File: config.mk
export PLATFORM = sky130hd
export DESIGN_NAME = bwt_ctrl
export DESIGN_NICKNAME = d
export VERILOG_FILES = /design/src/hdl/bwt_pkg.sv /design/src/hdl/bwt_ctrl.sv
export SDC_FILE = /design/constraint.sdc
export NUM_CORES = 1
export LEC_CHECK = 0
export BUFFER_PORTS_ARGS = -buffer_cell sky130_fd_sc_hd__buf_2
export CAP_MARGIN = 20
export CELL_PAD_IN_SITES_DETAIL_PLACEMENT = 0
export CELL_PAD_IN_SITES_GLOBAL_PLACEMENT = 2
export CORE_UTILIZATION = 31
export DETAILED_ROUTE_END_ITERATION = 10
export PLACE_DENSITY = 0.74
export SLEW_MARGIN = 20
export SYNTH_ARGS = -nofsm -noshare
export SYNTH_HDL_FRONTEND = slang
export SYNTH_SLANG_ARGS = --single-unit
File: constraint.sdc
create_clock -name clk_i -period 2.6 [get_ports clk_i]
set_clock_uncertainty 0.2 [all_clocks]
set_input_delay 0.26 -clock clk_i [delete_from_list [all_inputs] [get_ports clk_i]]
set_output_delay 0.26 -clock clk_i [all_outputs]
set_load 0.01 [all_outputs]
File: src/hdl/bwt_pkg.sv
// Shared types, constants and helper functions of the bone world transform block.
`default_nettype none

package bwt_pkg;

  // Skeleton capacity and derived storage sizes.
  localparam int MaxBones  = 64;
  localparam int BoneIdxW  = $clog2(MaxBones);
  localparam int BoneCntW  = BoneIdxW + 1;
  localparam int MatWords  = 12;
  localparam int MemDepth  = MaxBones * MatWords;
  localparam int AddrW     = $clog2(MemDepth);
  localparam int AccW      = 68;

  // Result status codes.
  typedef enum logic [1:0] {
    ST_OK     = 2'd0,
    ST_PARENT = 2'd1,
    ST_FULL   = 2'd2
  } status_e;

  // Which product group the shared multiplier is working on.
  typedef enum logic [1:0] {
    PH_NONE  = 2'd0,
    PH_QUAT  = 2'd1,
    PH_LOC   = 2'd2,
    PH_WORLD = 2'd3
  } phase_e;

  // Controller state.
  typedef enum logic [2:0] {
    S_IDLE,
    S_QUAT,
    S_LOC,
    S_WORLD,
    S_STORE,
    S_EMIT
  } state_e;

  // Commands from the controller to the datapath.
  typedef struct packed {
    logic       accept;
    phase_e     phase;
    logic [1:0] row;
    logic [1:0] col;
    logic [1:0] k;
    logic       ld_en;
    logic [3:0] ld_idx;
    logic       st_en;
    logic [3:0] st_idx;
    logic       emit_en;
  } cmd_t;

  // Status from the datapath to the controller.
  typedef struct packed {
    logic parent_ok;
    logic full;
    logic out_free;
  } stat_t;

  // Index of entry (r, c) in a row-major 3x3 array.
  function automatic logic [3:0] idx9(input logic [1:0] r, input logic [1:0] c);
    return 4'({2'b00, r}) * 4'd3 + 4'({2'b00, c});
  endfunction

  // Saturate a wide signed value to 32 bits.
  function automatic logic signed [31:0] sat32(input logic signed [AccW-1:0] v);
    if (v > AccW'(64'sh7fff_ffff)) begin
      return 32'sh7fff_ffff;
    end else if (v < -AccW'(64'sh8000_0000)) begin
      return 32'sh8000_0000;
    end else begin
      return v[31:0];
    end
  endfunction

endpackage

`default_nettype wire

File: src/hdl/bwt_ctrl.sv
// Sequencer of the bone world transform: phases, step counters and handshakes.
`default_nettype none

module bwt_ctrl (
  input  logic          clk_i,
  input  logic          rst_ni,
  input  logic          in_valid_i,
  output logic          in_stall_o,
  input  bwt_pkg::stat_t stat_i,
  output bwt_pkg::cmd_t  cmd_o
);
  import bwt_pkg::*;

  state_e     state_q, state_d;
  logic [1:0] row_q, row_d, col_q, col_d, k_q, k_d;
  logic [3:0] ld_q, ld_d, st_q, st_d;
  logic       grid_last, world_last, emit_go;

  assign grid_last  = (row_q == 2'd2) && (col_q == 2'd2);
  assign world_last = (row_q == 2'd2) && (col_q == 2'd3) && (k_q == 2'd2);
  assign emit_go    = (state_q == S_EMIT) && stat_i.out_free;

  // Next state.
  always_comb begin
    state_d = state_q;
    unique case (state_q)
      S_IDLE:  if (in_valid_i) state_d = S_QUAT;
      S_QUAT:  if (grid_last) state_d = S_LOC;
      S_LOC: begin
        if (grid_last) begin
          if (stat_i.parent_ok) state_d = S_WORLD;
          else if (stat_i.full) state_d = S_EMIT;
          else                  state_d = S_STORE;
        end
      end
      S_WORLD: if (world_last) state_d = stat_i.full ? S_EMIT : S_STORE;
      S_STORE: if (st_q == 4'(MatWords - 1)) state_d = S_EMIT;
      S_EMIT:  if (emit_go && (row_q == 2'd2)) state_d = S_IDLE;
      default: state_d = S_IDLE;
    endcase
  end

  // Commands to the datapath.
  always_comb begin
    cmd_o         = '0;
    cmd_o.accept  = (state_q == S_IDLE) && in_valid_i;
    cmd_o.row     = row_q;
    cmd_o.col     = col_q;
    cmd_o.k       = k_q;
    cmd_o.ld_idx  = ld_q;
    cmd_o.st_idx  = st_q;
    cmd_o.emit_en = emit_go;
    cmd_o.st_en   = (state_q == S_STORE);
    cmd_o.ld_en   = ((state_q == S_QUAT) || (state_q == S_LOC)) &&
                    (ld_q < 4'(MatWords)) && stat_i.parent_ok;
    unique case (state_q)
      S_QUAT:  cmd_o.phase = PH_QUAT;
      S_LOC:   cmd_o.phase = PH_LOC;
      S_WORLD: cmd_o.phase = PH_WORLD;
      default: cmd_o.phase = PH_NONE;
    endcase
  end

  assign in_stall_o = (state_q != S_IDLE);

  // Step counters.
  always_comb begin
    row_d = row_q;
    col_d = col_q;
    k_d   = k_q;
    ld_d  = ld_q;
    st_d  = st_q;
    unique case (state_q)
      S_IDLE: begin
        ld_d = '0;
      end
      S_QUAT, S_LOC: begin
        if (ld_q < 4'(MatWords)) ld_d = ld_q + 4'd1;
        if (grid_last) begin
          row_d = '0;
          col_d = '0;
        end else if (col_q == 2'd2) begin
          col_d = '0;
          row_d = row_q + 2'd1;
        end else begin
          col_d = col_q + 2'd1;
        end
      end
      S_WORLD: begin
        if (world_last) begin
          row_d = '0;
          col_d = '0;
          k_d   = '0;
        end else if (k_q == 2'd2) begin
          k_d = '0;
          if (col_q == 2'd3) begin
            col_d = '0;
            row_d = row_q + 2'd1;
          end else begin
            col_d = col_q + 2'd1;
          end
        end else begin
          k_d = k_q + 2'd1;
        end
      end
      S_STORE: begin
        st_d = (st_q == 4'(MatWords - 1)) ? 4'd0 : st_q + 4'd1;
      end
      S_EMIT: begin
        if (emit_go) row_d = (row_q == 2'd2) ? 2'd0 : row_q + 2'd1;
      end
      default: begin
        row_d = '0;
      end
    endcase
  end

  always_ff @(posedge clk_i or negedge rst_ni) begin
    if (!rst_ni) begin
      state_q <= S_IDLE;
      row_q   <= '0;
      col_q   <= '0;
      k_q     <= '0;
      ld_q    <= '0;
      st_q    <= '0;
    end else begin
      state_q <= state_d;
      row_q   <= row_d;
      col_q   <= col_d;
      k_q     <= k_d;
      ld_q    <= ld_d;
      st_q    <= st_d;
    end
  end

endmodule

`default_nettype wire

==> results of run 1 <==
[state kept, by name (all words and copies together) (netlist names)]
signal / count
ld_q: 4
k_q: 2
st_q: 4
col_q: 2
row_q: 2
state_q: 3
[area by class of cell]
class                      count  share of cell area (%)
multi-input combinational     98                   47.52
sequential                    17                   30.09
timing repair buffer          30                   11.50
inverter                      12                   3.186
tap                           48                   4.248
clock buffer                   3                   2.920
clock inverter                 1                  0.5310
[cells by family (layout without fill, tap and decap cells)]
group / count (synthesis) / count (layout)
XOR/XNOR: 1 / 1
adder cells (fa/ha/maj): 11 / 11
AO/OA/AOI/OAI: 35 / 35
AND/OR/NAND/NOR: 47 / 47
buffers and inverters: 18 / 46
multiplexers: 4 / 4
flip-flops: 17 / 17
[worst max-delay path: stages (launching register included)]
cell and delay (ns):
sky130_fd_sc_hd__dfrtp_1 0.52, sky130_fd_sc_hd__buf_4 0.25, sky130_fd_sc_hd__nor3_1 0.27, sky130_fd_sc_hd__and2_1 0.16, sky130_fd_sc_hd__buf_2 0.12
[per-stage QoR]
stage | hold slack [ns] | setup slack [ns] | util, %
final | 0.1234 | 0.5632 | 38.62
after global routing | 0.1460 | 0.4354 | 38.62
after CTS | 0.1247 | 0.5308 | 38.62
after detailed placement | 0.02161 | 0.5921 | 37.01
after global placement | 0.01974 | 0.6551 | 37.01
after floorplan | -0.2356 | 0.6811 | -
[how the worst max path moves through the flow]
stage	to	slack [ns]	cells after the start
detailed placement	state_q[0]	0.59	7
floorplan	state_q[0]	0.68	7
global route	row_q[0]	0.44	7
global placement	state_q[0]	0.66	7
CTS	cmd_o[19]	0.53	4
finish	cmd_o[19]	0.56	4
[where the power goes]
part | internal [mW] | switching (mW) | total [mW]
sequential | 0.375 | 0.155 | 0.530
clock | 0.108 | 0.103 | 0.211
combinational | 0.434 | 0.535 | 0.970
[metal layers]
metal	up-vias	track usage, %
met5	-	0
met4	0	5.398
met3	5	2.717
met2	20	22.74
met1	479	19.18
li1	519	-
[placed cells by master, fill, tap and decap left out, types with 2 or more instances in the layout]
master and instances:
sky130_fd_sc_hd__a21oi_1 13, sky130_fd_sc_hd__a31oi_1 2, sky130_fd_sc_hd__and2_1 2, sky130_fd_sc_hd__and3_1 2, sky130_fd_sc_hd__buf_2 26, sky130_fd_sc_hd__buf_4 3, sky130_fd_sc_hd__clkbuf_8 3, sky130_fd_sc_hd__dfrtp_1 17
sky130_fd_sc_hd__ha_1 10, sky130_fd_sc_hd__inv_1 11, sky130_fd_sc_hd__mux2_2 2, sky130_fd_sc_hd__mux2i_1 2, sky130_fd_sc_hd__nand2_1 17, sky130_fd_sc_hd__nand3_1 3, sky130_fd_sc_hd__nor2_1 9, sky130_fd_sc_hd__nor3_1 6
sky130_fd_sc_hd__o21ai_0 7, sky130_fd_sc_hd__o22a_1 2
==> implementation parameters, run 1 <==
Parameter                              Value

Clock tree
  Maximum clock path buffer count    2
  Number of buffers added to fix hold violations after cts    1
  Clock-pin slew on the worst setup and hold paths    0.07 ns
  Number of sinks handled by clock tree synthesis    17
  Number of buffers inserted during clock tree synthesis    3
  Number of instances resized during post-cts repair    0
  TritonCTS clock tree    yes
  Post-CTS setup buffers    0
  H-tree levels    1
  Latest clock arrival within the worst-skew pair    0.26 ns
  CTS root buffer    sky130_fd_sc_hd__clkbuf_8

Critical path
  Endpoint required time on the critical path    2.14 ns
  Crit path kind    reg2out
  Maximum fanout encountered on the critical timing path    11
  Reg2Reg Launch Point    col_q[0]
  Setup slack on the worst flop-to-flop path    0.59 ns
  End of the worst register-to-register path    state_q[0]
  Worst endpoint data arrival time    1.58 ns
  Startpoint of the worst setup timing path    state_q[0]
  Kind of start point of the critical path    flop
  Worst setup EP type    primary output
  Count of cells along the worst register-to-register path    7

Floorplanning
  Number of top-level design ports    27
  Die width    ~64 um
  Die footprint    0.004061 mm^2
  Rows    22
  Die height    63.73 um
  Core box area    0.003661 mm^2
  Initial core utilization    32.26%

Detailed routing
  Antenna violation net count after detailed routing    0
  Total vias in the final route    1023
  Post-Route M1 WL    around 1300 um
  Number of design rule violations left after detail routing    0
  Via density per instance    4.895
  Top layer used by detailed routing    met4
  TritonRoute pass-1 iters    4
  Starting DRC count in detailed routing    67
  Post-Route WL    around 2700 um
  Met2 layer wire length in the routed design    1178 um
  Avg WL per Cell    12.77 um
  Routed met3 length    approximately 100 um

Global routing
  Total gr overflow    0
  Total GRT Usage    ~14%
  First-pass GRT wire length    around 4600 um
  Vias in the first global route    roughly 970
  Number of antenna violations at the first check in global routing    0
  Pin count of the biggest net entering global routing    18

Synth
  Number of nets produced by synthesis    149
  Number of synthesized flops with an enable pin    0
  Cell taking the most area after synthesis    sky130_fd_sc_hd__dfrtp_1
  Share of the yosys chip area belonging to registers    36.02%
  Main combinational cell family by area after synthesis    compound AO/OA/AOI/OAI gates
  Cell types with the highest counts after synthesis    sky130_fd_sc_hd__dfrtp_1 (17), sky130_fd_sc_hd__nand2_1 (17), sky130_fd_sc_hd__a21oi_1 (13)
  Most area-consuming cells after synthesis    sky130_fd_sc_hd__dfrtp_1 (36%), sky130_fd_sc_hd__ha_1 (11%), sky130_fd_sc_hd__a21oi_1 (5.5%)
  Share of synthesized area spent on multiplexers    3.602%
  Cell area after technology mapping    0.001181 mm^2
  Flip-flop cell with the highest count after synthesis    sky130_fd_sc_hd__dfrtp_1
  Basic-gate share of the synthesized area counting and, or, nand and nor cells    20.55%
  Compound-cell area share of the yosys netlist    20.55%
  Mean instance size in the synthesized netlist    about 8.9 um^2
  Total of flip-flops plus latches after synthesis    17
  Xor and xnor fraction of the mapped netlist area    less than 1%
  Fraction of synthesized cell area taken by the top area cell type    36.02%
  Distinct cells, synth    40
  Async SR Flop Fraction    100.0%
  Synthesis warning total    0
  Number of instances in the synthesized netlist    133
  Area share of fa/ha/maj cells after synthesis    11.44%

Timing
  Transition time at the pin with the least slew margin    0.4774 ns
  Final critical-path share of the clock period    78.34%
  Unrepaired setup endpoints after global routing    no
  Final period demand of the worst path    2.037 ns
  Number of pins with negative max-slew slack in the final report    0
  Final setup violation count    0
  Maximum frequency from static timing analysis    ~500 MHz
  Hold violation count in the final report    0
  Headroom to the max-slew limit    67.93%
  Final sum of negative setup slack    0 ns

Final layout
  Final non-filler cell area    about 0.0014 mm^2
  Layout filler cell count    roughly 380
  Register area    425.4 um^2
  Share of cells above drive strength 1    between 20% and 30%
  Post-layout net count    178
  Antenna fix cells    0
  Multi-input gate area    about 670 um^2
  Layout Cells excl Fill    around 210
  Growth of design area from synthesis to finish    19.70%

Min path
  Path type of the worst min-delay path    in2reg
  Hold path startpoint    stat_i[1]
  Hold Path Cell Cnt    3
  Worst-case hold path end point    state_q[0]

Placement
  Inst Count DP    204
  Count of port buffers added during placement    26
  Global placement routability congestion    0.7577
  Detailed placer's ending HPWL    about 2000 um
  Cell area after placement    between 0.001 and 0.0015 mm^2

Run status
  Outcome    complete, no violations

Pwr
  PD cells    1210 mW/mm^2
  Lkg Pwr    0.7094 nW
  Maximum vdd drop    just under 400 uV
  Total power of the final layout    about 1.7 mW

Flow run
  Total of max-cap violations    0
No activity file was read; power rests on OpenSTA's default activity.
==> inputs of run 2 (changes only) <==
==> constraint.sdc (replaced) <==
create_clock -name clk_i -period 1.9 [get_ports clk_i]
set_clock_uncertainty 0.2 [all_clocks]
set_input_delay 0.19 -clock clk_i [delete_from_list [all_inputs] [get_ports clk_i]]
set_output_delay 0.19 -clock clk_i [all_outputs]
set_load 0.01 [all_outputs]
==> implementation parameters, run 2 (synthesized netlist as in run 1, its figures left out) <==
Parameter                              Value

Critical path
  Critical-path top delay cell    sky130_fd_sc_hd__a311oi_4 (was sky130_fd_sc_hd__dfrtp_1)
  Worst setup EP type    flop (was primary output)
  Largest incremental delay on the critical path    0.39 ns (was 0.52 ns)
  Startpoint of the worst setup timing path    row_q[0] (was state_q[0])
  Crit path kind    reg2reg (was reg2out)
  Maximum fanout encountered on the critical timing path    6 (was 11)
  Worst endpoint data arrival time    1.77 ns (was 1.58 ns)
  Endpoint required time on the critical path    1.83 ns (was 2.14 ns)
  Cells along the critical path    inv_1 -> ha_2 -> a21boi_2 -> o22ai_2 -> a311oi_4 -> nor3_2 -> mux2i_1 (was buf_4 -> nor3_1 -> and2_1 -> buf_2)
  Reg2Reg Launch Point    row_q[0] (was col_q[0])
  Kind of start point of the critical path    flop (unchanged)

Min path
  Hold path startpoint    stat_i[1] (unchanged)
  Path type of the worst min-delay path    in2reg (unchanged)

Global routing
  Number of antenna violations at the first check in global routing    0 (unchanged)
  First-pass GRT wire length    4526 um (was 4554 um)
  Total GRT Usage    14.47% (was 14.37%)
  Total gr overflow    0 (unchanged)
  Vias in the first global route    1000 (was 965)
  Pin count of the biggest net entering global routing    18 (unchanged)

Detailed routing
  Number of design rule violations left after detail routing    0 (unchanged)
  Via density per instance    4.790 (was 4.895)
  TritonRoute pass-1 iters    4 (unchanged)
  Starting DRC count in detailed routing    51 (was 67)
  Total vias in the final route    1073 (was 1023)
  Post-Route WL    2836 um (was 2668 um)
  Antenna violation net count after detailed routing    0 (unchanged)
  Avg WL per Cell    12.66 um (was 12.77 um)

Pwr
  Lkg Pwr    0.7793 nW (was 0.7094 nW)
  Maximum vdd drop    732.2 uV (was 385.2 uV)
  PD cells    1684 mW/mm^2 (was 1210 mW/mm^2)
  Total power of the final layout    2.612 mW (was 1.711 mW)

Timing
  Final period demand of the worst path    1.838 ns
  Unrepaired setup endpoints after global routing    yes (was no)
  Final critical-path share of the clock period    a little over nine tenths
  Hold violation count in the final report    0 (unchanged)
  Final setup violation count    0 (unchanged)
  Final sum of negative setup slack    0 ns (unchanged)
  Maximum frequency from static timing analysis    544.0 MHz
  Number of pins with negative max-slew slack in the final report    0 (unchanged)
  Transition time at the pin with the least slew margin    0.4001 ns (was 0.4774 ns)
  Headroom to the max-slew limit    73.33% (was 67.93%)

Clock tree
  CTS root buffer    sky130_fd_sc_hd__clkbuf_8 (unchanged)
  TritonCTS clock tree    yes (unchanged)
  H-tree levels    1 (unchanged)
  Number of buffers inserted during clock tree synthesis    3 (unchanged)
  Maximum clock path buffer count    2 (unchanged)
  Latest clock arrival within the worst-skew pair    0.26 ns (about the same)
  Number of sinks handled by clock tree synthesis    17 (unchanged)
  Clock-pin slew on the worst setup and hold paths    0.07 ns (about the same)

Floorplanning
  Core box area    0.003661 mm^2 (unchanged)
  Die footprint    0.004061 mm^2 (unchanged)
  Initial core utilization    32.26% (unchanged)
  Die width    63.73 um (unchanged)
  Number of top-level design ports    27 (unchanged)
  Die height    63.73 um (unchanged)
  Rows    22 (unchanged)

Final layout
  Antenna fix cells    0 (unchanged)
  Layout filler cell count    379 (was 384)
  Utilization after layout    42.38% (was 38.62%)
  Commonest non-fill, non-tap cell in the layout    sky130_fd_sc_hd__buf_2 (unchanged)
  Growth of design area from synthesis to finish    31.36% (was 19.70%)
  Layout Cells excl Fill    224 (was 209)
  Share of cells above drive strength 1    36.93% (was 26.71%)
  Most frequent cells in the layout    sky130_fd_sc_hd__buf_2 (26), sky130_fd_sc_hd__buf_4 (18), sky130_fd_sc_hd__nand2_1 (17), sky130_fd_sc_hd__dfrtp_1 (15), sky130_fd_sc_hd__a21oi_1 (13) (was sky130_fd_sc_hd__buf_2 (26), sky130_fd_sc_hd__nand2_1 (17), sky130_fd_sc_hd__dfrtp_1 (17), sky130_fd_sc_hd__a21oi_1 (13), sky130_fd_sc_hd__inv_1 (11))
  Final non-filler cell area    0.001551 mm^2 (was 0.001414 mm^2)
  Post-layout net count    193 (was 178)
  Top flop regs    ld_q (4), st_q (4), state_q (3) (unchanged)

Placement
  Cell area after placement    0.001424 mm^2 (was 0.001355 mm^2)
  Detailed placer's ending HPWL    2111 um (was 2055 um)
  Inst Count DP    213 (was 204)
  Global placement routability congestion    0.7766 (was 0.7577)
  Count of port buffers added during placement    26 (unchanged)

Flow run
  Total of max-cap violations    0 (unchanged)

Run status
  Outcome    complete, no violations (unchanged)
-- run 2: path summary, 6_finish.rpt --
path                            cells past startpoint          to  slack (ns)
worst max-delay path                                7  state_q[0]        0.06
worst min-delay path                                3  state_q[0]        0.08
worst max register to register                      7  state_q[0]        0.06
worst min register to register                      2     st_q[1]        0.33
max in group asynchronous                           2    col_q[0]        1.00
min in group asynchronous                           2     ld_q[0]        0.18
-- run 2: area by class of cell --
| class | count | area, um^2 | area share, % |
|---|---|---|---|
| clock inverter | 1 | 7.507 | 0.4839 |
| timing repair buffer | 45 | 275.3 | 17.74 |
| inverter | 12 | 45.04 | 2.903 |
| clock buffer | 3 | 41.29 | 2.661 |
| tap | 48 | 60.06 | 3.871 |
| sequential | 17 | 427.9 | 27.58 |
| multi-input combinational | 98 | 694.4 | 44.76 |
-- run 2: worst max-delay path: cells and delay by family, from the launching register on --
kind | cells | cell delay (ns)
buffers and inverters | 1 | 0.06
AOI/OAI and AO/OA | 3 | 0.66
muxes | 1 | 0.13
and+or+nand+nor | 1 | 0.10
DFF | 1 | 0.35
adders and majority gates | 1 | 0.21
-- run 2: through the flow --
stage	hold slack (ns)	worst slack (ns)
final	0.07592	0.06179
after global routing	0.07186	-0.05356
after CTS	0.04132	0.04899
after detailed placement	-0.05399	0.001706
after global placement	-0.05286	0.06566
after floorplan	-0.3056	0.02357
-- run 2: timing repair --
item	in CTS	in global routing
pin swaps	1	5
buffers inserted	0	6
resized for setup	2	7
endpoints found under the hold margin	17	0
setup endpoints to repair	5	6
hold buffers	1	0
-- run 2: power breakdown --
part / switching [mW] / total (mW) / leakage (nW) / internal (mW)
Combinational: 0.837 / 1.62 / 0.543 / 0.787
Sequential: 0.186 / 0.705 / 0.214 / 0.518
Clock: 0.136 / 0.284 / 0.0217 / 0.148
-- run 2: routing by layer --
metal  vias to the layer above  GRT usage (%)  routed length (um)
met5                         -              0                   0
met4                         0          6.250                  38
met3                         4          2.717                 125
met2                        23          23.94                1304
met1                       497          18.15                1367
li1                        549              -                   -
==> inputs of run 3 (changes only) <==
--- a/config.mk
+++ b/config.mk
@@ -12,7 +12,9 @@
 export CORE_UTILIZATION = 31
 export DETAILED_ROUTE_END_ITERATION = 10
 export PLACE_DENSITY = 0.74
+export RECOVER_POWER = 50
 export SLEW_MARGIN = 20
 export SYNTH_ARGS = -nofsm -noshare
 export SYNTH_HDL_FRONTEND = slang
 export SYNTH_SLANG_ARGS = --single-unit
+export TNS_END_PERCENT = 50
==> implementation parameters, run 3 (synthesized netlist as in run 1, its figures left out) <==
Parameter                              Value

Clock tree
  Latest clock arrival within the worst-skew pair    0.26 ns (about the same)
  Number of sinks handled by clock tree synthesis    17 (unchanged)
  CTS root buffer    sky130_fd_sc_hd__clkbuf_8 (unchanged)
  Clock-pin slew on the worst setup and hold paths    0.07 ns (about the same)
  Maximum clock path buffer count    2 (unchanged)
  H-tree levels    1 (unchanged)
  Number of buffers inserted during clock tree synthesis    3 (unchanged)
  TritonCTS clock tree    yes (unchanged)

Global routing
  Layer carrying the most global-route usage    met2 (unchanged)
  Met2 demand-to-capacity share in global routing    23.94% (unchanged)
  Vias in the first global route    1000 (unchanged)
  Met1 GRT Util    18.15% (unchanged)
  Total GRT Usage    14.47% (unchanged)
  First-pass GRT wire length    4526 um (unchanged)
  Number of antenna violations at the first check in global routing    0 (unchanged)
  Met3 global-route usage    2.717% (unchanged)
  Pin count of the biggest net entering global routing    18 (unchanged)
  Total gr overflow    0 (unchanged)

Placement
  Pre-CTS WS    0.001706 ns (unchanged)
  Count of port buffers added during placement    26 (unchanged)
  Inst Count DP    213 (unchanged)
  Global placement routability congestion    0.7766 (unchanged)
  Detailed placer's ending HPWL    2111 um (unchanged)
  Cell area after placement    0.001424 mm^2 (unchanged)

Timing
  Final setup violation count    0 (unchanged)
  Final sum of negative setup slack    0 ns (unchanged)
  Maximum frequency from static timing analysis    544.6 MHz (was 544.0 MHz)
  Final period demand of the worst path    1.836 ns (was 1.838 ns)
  Final worst slack    0.06383 ns (was 0.06179 ns)
  Hold violation count in the final report    0 (unchanged)
  Final critical-path share of the clock period    96.64% (was 96.75%)
  Number of pins with negative max-slew slack in the final report    0 (unchanged)
  Hold Slack    0.04879 ns (was 0.07592 ns)
  Headroom to the max-slew limit    36.31% (was 73.33%)
  Unrepaired setup endpoints after global routing    yes (unchanged)
  Transition time at the pin with the least slew margin    0.9553 ns (was 0.4001 ns)

Critical path
  Kind of start point of the critical path    flop (unchanged)
  Worst endpoint data arrival time    1.45 ns (was 1.77 ns)
  Crit path kind    reg2out (was reg2reg)
  Maximum fanout encountered on the critical timing path    12 (was 6)
  Worst setup EP type    primary output (was flop)
  Setup slack on the worst flop-to-flop path    0.07 ns (was 0.06 ns)
  Endpoint required time on the critical path    1.51 ns (was 1.83 ns)

Detailed routing
  Post-Route WL    2799 um (was 2836 um)
  Avg WL per Cell    12.67 um (was 12.66 um)
  Via density per instance    4.796 (was 4.790)
  Antenna violation net count after detailed routing    0 (unchanged)
  Starting DRC count in detailed routing    49 (was 51)
  Number of design rule violations left after detail routing    0 (unchanged)
  TritonRoute pass-1 iters    4 (unchanged)
  Total vias in the final route    1060 (was 1073)

Floorplanning
  Initial core utilization    32.26% (unchanged)
  Die footprint    0.004061 mm^2 (unchanged)
  Die height    63.73 um (unchanged)
  Number of top-level design ports    27 (unchanged)
  Core box area    0.003661 mm^2 (unchanged)
  Rows    22 (unchanged)
  Die width    63.73 um (unchanged)

Final layout
  Utilization after layout    41.66% (was 42.38%)
  Top flop regs    ld_q (4), st_q (4), state_q (3) (unchanged)
  Post-layout net count    190 (was 193)
  Register area    427.9 um^2 (unchanged)
  Antenna fix cells    0 (unchanged)
  Most frequent cells in the layout    sky130_fd_sc_hd__buf_2 (23), sky130_fd_sc_hd__nand2_1 (17), sky130_fd_sc_hd__dfrtp_1 (15), sky130_fd_sc_hd__buf_4 (15), sky130_fd_sc_hd__a21oi_1 (13) (was sky130_fd_sc_hd__buf_2 (26), sky130_fd_sc_hd__buf_4 (18), sky130_fd_sc_hd__nand2_1 (17), sky130_fd_sc_hd__dfrtp_1 (15), sky130_fd_sc_hd__a21oi_1 (13))
  Multi-input gate area    694.4 um^2 (unchanged)
  Commonest non-fill, non-tap cell in the layout    sky130_fd_sc_hd__buf_2 (unchanged)
  Share of cells above drive strength 1    34.10% (was 36.93%)
  Layout filler cell count    384 (was 379)
  Growth of design area from synthesis to finish    29.13% (was 31.36%)
  Layout Cells excl Fill    221 (was 224)
  Final non-filler cell area    0.001525 mm^2 (was 0.001551 mm^2)

Pwr
  Switching power total    1.147 mW (was 1.159 mW)
  Switching part of the total    44.78% (was 44.36%)
  Clock share of power    11.1% (was 10.9%)
  Lkg Pwr    0.7551 nW (was 0.7793 nW)
  PD cells    1680 mW/mm^2 (was 1684 mW/mm^2)
  Sequential Power Share    28.2% (was 27.0%)
  Power Internal    1.415 mW (was 1.453 mW)
  Proportion of power drawn by combinational gates    60.7% (was 62.2%)
  Total power of the final layout    2.562 mW (was 2.612 mW)
  Maximum vdd drop    734.5 uV (was 732.2 uV)

Run status
  Outcome    complete, no violations (unchanged)

Flow run
  Total of max-cap violations    0 (unchanged)

Min path
  Path type of the worst min-delay path    in2reg (unchanged)
## run 3: worst max-delay path, stage by stage (launching register included)
cell and delay (ns):
sky130_fd_sc_hd__dfrtp_2 0.50, sky130_fd_sc_hd__buf_4 0.20, sky130_fd_sc_hd__nor3_2 0.22, sky130_fd_sc_hd__and2_1 0.15, sky130_fd_sc_hd__buf_2 0.12
## run 3: power by group through the flow
stage / clock network, mW / registers (mW) / logic, mW
6_report: 0.284 / 0.721 / 1.56
5_1_grt: 0.317 / 0.752 / 1.73
4_1_cts: 0.294 / 0.719 / 1.52
3_5_place_dp: 0 / 0.723 / 1.51
3_3_place_gp: 0 / 0.715 / 1.48
2_1_floorplan: 0 / 0.723 / 0.977
## run 3: worst paths after layout
path / depth (start not counted) / startpoint / endpoint
max in group asynchronous: 2 / rst_ni / col_q[0]
worst max register to register: 7 / row_q[0] / state_q[0]
worst min register to register: 2 / st_q[1] / st_q[1]
min in group asynchronous: 2 / rst_ni / ld_q[0]
worst min-delay path: 3 / stat_i[1] / state_q[0]
worst max-delay path: 4 / state_q[1] / cmd_o[19]
## run 3: layout make-up
class	count	area share, %
clock buffer	3	2.707
tap	48	3.938
clock inverter	1	0.4922
timing repair buffer	42	16.32
inverter	12	2.953
multi-input combinational	98	45.53
sequential	17	28.06
## run 3: routing by layer
layer	share of wire [%]	routed length, um	vias to the layer above
li1	-	-	541
met1	48	1334	487
met2	46	1284	28
met3	5.1	142	4
met4	1.4	38	0
met5	0	0	-
## run 3: repair_timing
action                                  in CTS  in global routing
buffers inserted                             0                  3
endpoints found under the setup margin       5                  6
resized for setup                            2                  7
pin swaps                                    1                  5
hold buffers                                 1                  0
hold endpoints to repair                    17                  0
